<file path="src/rtl/vli_pkg.sv">
// vli_pkg: shared constants for the vertex light interpolator
// no dependencies; used by the channel interfaces, the divider and the top level
package vli_pkg;

  localparam int COORD_BITS_DEF = 24;
  localparam int FRAC_BITS_DEF  = 14;
  localparam int LIGHT_BITS     = 17;
  localparam int OUT_BITS       = 16;
  localparam int CORNERS        = 4;

  localparam logic [OUT_BITS-1:0] LIGHT_MAX = 16'd65280;

  // corner offsets, bit k belongs to corner k (a, b, c, d)
  localparam logic [CORNERS-1:0] CORNER_OU = 4'b0110;
  localparam logic [CORNERS-1:0] CORNER_OV = 4'b1100;

  // divider defaults
  localparam int DIV_LANES_DEF  = 2;
  localparam int DIV_NUM_W_DEF  = COORD_BITS_DEF + FRAC_BITS_DEF;
  localparam int DIV_QUOT_W_DEF = FRAC_BITS_DEF + 2;
  localparam int DIV_SIDE_W_DEF = 3 + CORNERS * LIGHT_BITS;

endpackage

</file>
<file path="src/rtl/vli_div_pipe.sv">
// vli_div_pipe: pipelined restoring divider, one quotient bit per stage, with overflow flag
// depends on vli_pkg; carries a sideband word in step with the quotient
module vli_div_pipe import vli_pkg::*; #(
  parameter int LANES = DIV_LANES_DEF,
  parameter int N_W   = DIV_NUM_W_DEF,
  parameter int D_W   = COORD_BITS_DEF,
  parameter int Q_W   = DIV_QUOT_W_DEF,
  parameter int S_W   = DIV_SIDE_W_DEF
) (
  input  logic                        clk,
  input  logic                        rst,
  input  logic                        in_valid,
  output logic                        in_ready,
  input  logic [LANES-1:0][N_W-1:0]   in_num,
  input  logic [LANES-1:0][D_W-1:0]   in_den,
  input  logic [S_W-1:0]              in_side,
  output logic                        out_valid,
  input  logic                        out_ready,
  output logic [LANES-1:0][Q_W-1:0]   out_quot,
  output logic [LANES-1:0]            out_over,
  output logic [S_W-1:0]              out_side
);

  localparam int R_W = (N_W > D_W + Q_W) ? N_W : D_W + Q_W;

  logic [Q_W:0]                vld;
  logic [Q_W:0]                en;
  logic [LANES-1:0][R_W-1:0]   rem  [Q_W+1];
  logic [LANES-1:0][D_W-1:0]   den  [Q_W+1];
  logic [LANES-1:0][Q_W-1:0]   quot [Q_W+1];
  logic [LANES-1:0]            over [Q_W+1];
  logic [S_W-1:0]              side [Q_W+1];

  assign in_ready  = en[0];
  assign out_valid = vld[Q_W];
  assign out_quot  = quot[Q_W];
  assign out_over  = over[Q_W];
  assign out_side  = side[Q_W];

  genvar s;
  generate
    for (s = 0; s <= Q_W; s++) begin : g_en
      if (s == Q_W) begin : g_last
        assign en[s] = !vld[s] || out_ready;
      end else begin : g_mid
        assign en[s] = !vld[s] || en[s+1];
      end
    end
  endgenerate

  // entry stage: operands and overflow check
  always_ff @(posedge clk) begin
    if (rst) begin
      vld[0] <= 1'b0;
    end else if (en[0]) begin
      vld[0] <= in_valid;
    end
  end

  always_ff @(posedge clk) begin
    if (en[0]) begin
      for (int l = 0; l < LANES; l++) begin
        rem[0][l]  <= R_W'(in_num[l]);
        den[0][l]  <= in_den[l];
        over[0][l] <= R_W'(in_num[l]) >= (R_W'(in_den[l]) << Q_W);
        quot[0][l] <= '0;
      end
      side[0] <= in_side;
    end
  end

  // one quotient bit per stage, msb first
  generate
    for (s = 1; s <= Q_W; s++) begin : g_step
      localparam int B = Q_W - s;
      logic [LANES-1:0][R_W-1:0] dsh;
      logic [LANES-1:0][R_W-1:0] rem_next;
      logic [LANES-1:0][Q_W-1:0] quot_next;

      always_comb begin
        for (int l = 0; l < LANES; l++) begin
          dsh[l]       = R_W'(den[s-1][l]) << B;
          quot_next[l] = quot[s-1][l];
          if (rem[s-1][l] >= dsh[l]) begin
            rem_next[l]     = rem[s-1][l] - dsh[l];
            quot_next[l][B] = 1'b1;
          end else begin
            rem_next[l] = rem[s-1][l];
          end
        end
      end

      always_ff @(posedge clk) begin
        if (rst) begin
          vld[s] <= 1'b0;
        end else if (en[s]) begin
          vld[s] <= vld[s-1];
        end
      end

      always_ff @(posedge clk) begin
        if (en[s]) begin
          rem[s]  <= rem_next;
          den[s]  <= den[s-1];
          quot[s] <= quot_next;
          over[s] <= over[s-1];
          side[s] <= side[s-1];
        end
      end
    end
  endgenerate

endmodule

</file>
<file path="config.mk">
export PLATFORM = sky130hd
export DESIGN_NAME = vli_div_pipe
export DESIGN_NICKNAME = d
export VERILOG_FILES = /design/src/rtl/vli_pkg.sv /design/src/rtl/vli_div_pipe.sv
export SDC_FILE = /design/constraint.sdc
export NUM_CORES = 2
export LEC_CHECK = 0
export BUFFER_PORTS_ARGS = -buffer_cell sky130_fd_sc_hd__buf_4
export CAP_MARGIN = 10
export CORE_MARGIN = 3
export CORE_UTILIZATION = 35
export DETAILED_ROUTE_END_ITERATION = 8
export PLACE_DENSITY_LB_ADDON = 0.05
export SYNTH_ARGS = -nofsm -noshare
export SYNTH_HDL_FRONTEND = slang
export SYNTH_SLANG_ARGS = --single-unit
</file>
<file path="constraint.sdc">
create_clock -name clk -period 64.2 [get_ports clk]
set_input_delay 19.26 -clock clk [delete_from_list [all_inputs] [get_ports clk]]
set_output_delay 19.26 -clock clk [all_outputs]
set_load 0.01 [all_outputs]
</file>
==> impl_results.md <==
* Status: completed
* Commonest non-fill, non-tap cells in the layout: edfxtp_1, inv_1, ha_1
* Unrepaired setup endpoints after global routing: false
* Crit start category: input pin
* Async SR Flop Fraction at 0%
* Mapped Nets at 12807
* Cell Area, Synth at 159900 um2
* Vias in the first global route at 93871
* WP data required at 44940 ps
* Area grow syn2layout at 14.35%
* Synthesized instance count at 11768
* Starting density of the core at 35.24%
* Seq cells post-synth at 3574
* Via Count at 91083
* Maximum VDD drop at 0.00002330 V
* Hold Startpoint: quot[8][15]
* Routed length per placed instance at 19.60 um
* GR Util All Layers at 15.48%
* CTS root buffer: clkbuf_16
* Largest net degree at the start of global routing at 125
* CP Launch Point: out_ready
* First-pass GRT wire length at 561600 um
* Crit path time final at 44210 ps
* Ratio of cells with drive above 1 in the final layout at 9.625%
* Final GP Congestion at 0.8950
* EDFF count, synth at 3557
* Slew at the pin closest to its max-slew limit at 1125 ps
* Antenna-violating nets left at 0
* CP Class: in -> out
* Post-synth cell types at 102
* Most common cell after layout, fill and taps aside: edfxtp_1
* CTS tree: done
* Final net count at 13412
* Max_slew headroom at 24.31%
* Min-Delay Path Class: reg -> reg
* Die area at 465000 um2
* Final worst-path cycle share at 68.87%
* Post-route DRC at 0
* CTS Buffer Depth at 4
* Die width at 681.9 um
* Drt pass-1 iters at 6
* First DRT Iteration DRCs at 5087
* Number of port buffers at 305
* Synth Warn # at 0
* Max Cap Viol at 0
* Sequential area share after synthesis at 67.02%
* Number of buffers created by CTS at 401
* Post-DP HPWL at 274300 um
* Vias per cell at 4.874
* Clock Latency Late Sink at 960 ps
* Worst clock skew at 67.66 ps
* # resized after CTS at 0
* Syn Area/Cell at 13.59 um2
* Initial antenna violation count at 6
* Die Y at 681.9 um
* Drt total wl at 366300 um
* Areal power density over the cells at 44.35 nW/um2
* Clock input transition at the sequential cells of the worst setup and hold paths at 60 ps
* Placed cells at 17945
* Hold Fails Final Rpt at 0
* Worst-path fanout max at 98
* Total negative slack at 0 ps
* Arr. time, crit path at 24950 ps
* Fmax at 22.62 MHz
* Final Max Tran Viols at 0
* Setup bufs post-CTS at 0
* # H-tree levels at 5
* Core area at 453700 um2
* GR Overflow Total at 0
* Clock tree sinks at 3574
* Fin cells at 18688
* Fill cells at 41597
* Rows at 247
* Crit. End Element: output pin
* Number of I/O pins at 306
* Leakage at 71.71 nW
* Hold bufs inserted after CTS at 0
* Synth Flop Type: edfxtp_1
* Reg-to-Reg Start: out_valid
* Setup-failing EPs final at 0
[through the flow]
step / total power [mW] / instance area [um2] / setup WS [ps] / utilization, % / hold slack, ps
global route: 8.639 / 182800 / 19460 / 40.30 / 403.5
CTS: 8.224 / 182800 / 19800 / 40.29 / 388.9
detailed placement: 5.913 / 169800 / 19830 / 37.43 / 404.5
floorplan: 5.154 / 159900 / 7046 / - / 400.3
global placement: 5.880 / 169800 / 19900 / 37.43 / 400.3
finish: 8.108 / 182800 / 19990 / 40.30 / 398.4
[kinds of logic (layout without fill, tap and decap cells)]
| family | after synthesis | count (layout) | synth area share (%) |
|---|---|---|---|
| DFF | 3574 | 3574 | 67.02 |
| and+or+nand+nor | 2620 | 2620 | 8.076 |
| AOI/OAI and AO/OA | 2534 | 2534 | 9.802 |
| buffers and inverters | 1251 | 2189 | 2.980 |
| adders and majority gates | 840 | 840 | 6.714 |
| xor gates and xnor gates | 808 | 808 | 4.426 |
| muxes | 141 | 141 | 0.9821 |
| other | 0 | 6 | 0 |
[worst max-delay path: stages]
cell,delay [ps]
buf_4,110
nor2b_1,120
buf_4,220
inv_6,180
nor2_1,440
and2_0,620
and4_1,570
nand3_4,670
nor2_1,790
and2_1,580
nand4_1,240
buf_12,270
or2_4,470
buf_4,270
[cell usage after synthesis, drive strengths merged, types with 136 or more instances]
master	count	area share, %
o21ai	734	2.3
nand2	806	1.9
nor3	188	0.61
inv	1057	2.5
ha	810	6.3
nand3	147	0.46
clkbuf	136	0.32
edfxtp	3557	67
xor2	337	1.8
nor2	592	1.4
a21o	367	1.7
a21oi	748	2.3
xnor2	471	2.6
[layout make-up]
cell class                 count  area (um2)  area share [%]
antenna                        6       15.01        0.008213
inverter                    1058        4021           2.200
clock inverter               227        2327           1.273
tap                         5976        7477           4.090
sequential                  3574      107200           58.61
multi-input combinational   6943       48150           26.34
clock buffer                 509       10650           5.824
timing repair buffer         395        3028           1.656
[metal layers]
layer	track usage, %	vias up	part of all wire, %
li1	-	44993	-
met1	19.42	43861	43
met2	27.30	1587	50
met3	2.104	642	3.2
met4	5.425	0	3.7
met5	0	-	0
[sequential cells by signal, indices dropped and copies added, names as in the netlist]
name / flops
out_valid: 1
vld: 16
over: 34
den: 768
rem: 1276
side: 1207
quot: 272
[final timing paths]
| path | slack [ps] | to | cells past startpoint |
|---|---|---|---|
| hold / removal | 400 | quot[9][15] | 0 |
| setup reg to reg | 56630 | side[0][52] | 16 |
| setup / recovery | 19990 | in_ready | 14 |
| hold reg to reg | 400 | quot[9][15] | 0 |
[power by group]
| part | switching (mW) | leakage, nW | internal (mW) |
|---|---|---|---|
| sequential | 0.297 | 37.4 | 3.16 |
| clock | 0.918 | 6.29 | 1.33 |
| combinational | 1.37 | 28.0 | 1.03 |
| total | 2.59 | 71.7 | 5.52 |
(Power assumes the default switching activity.)
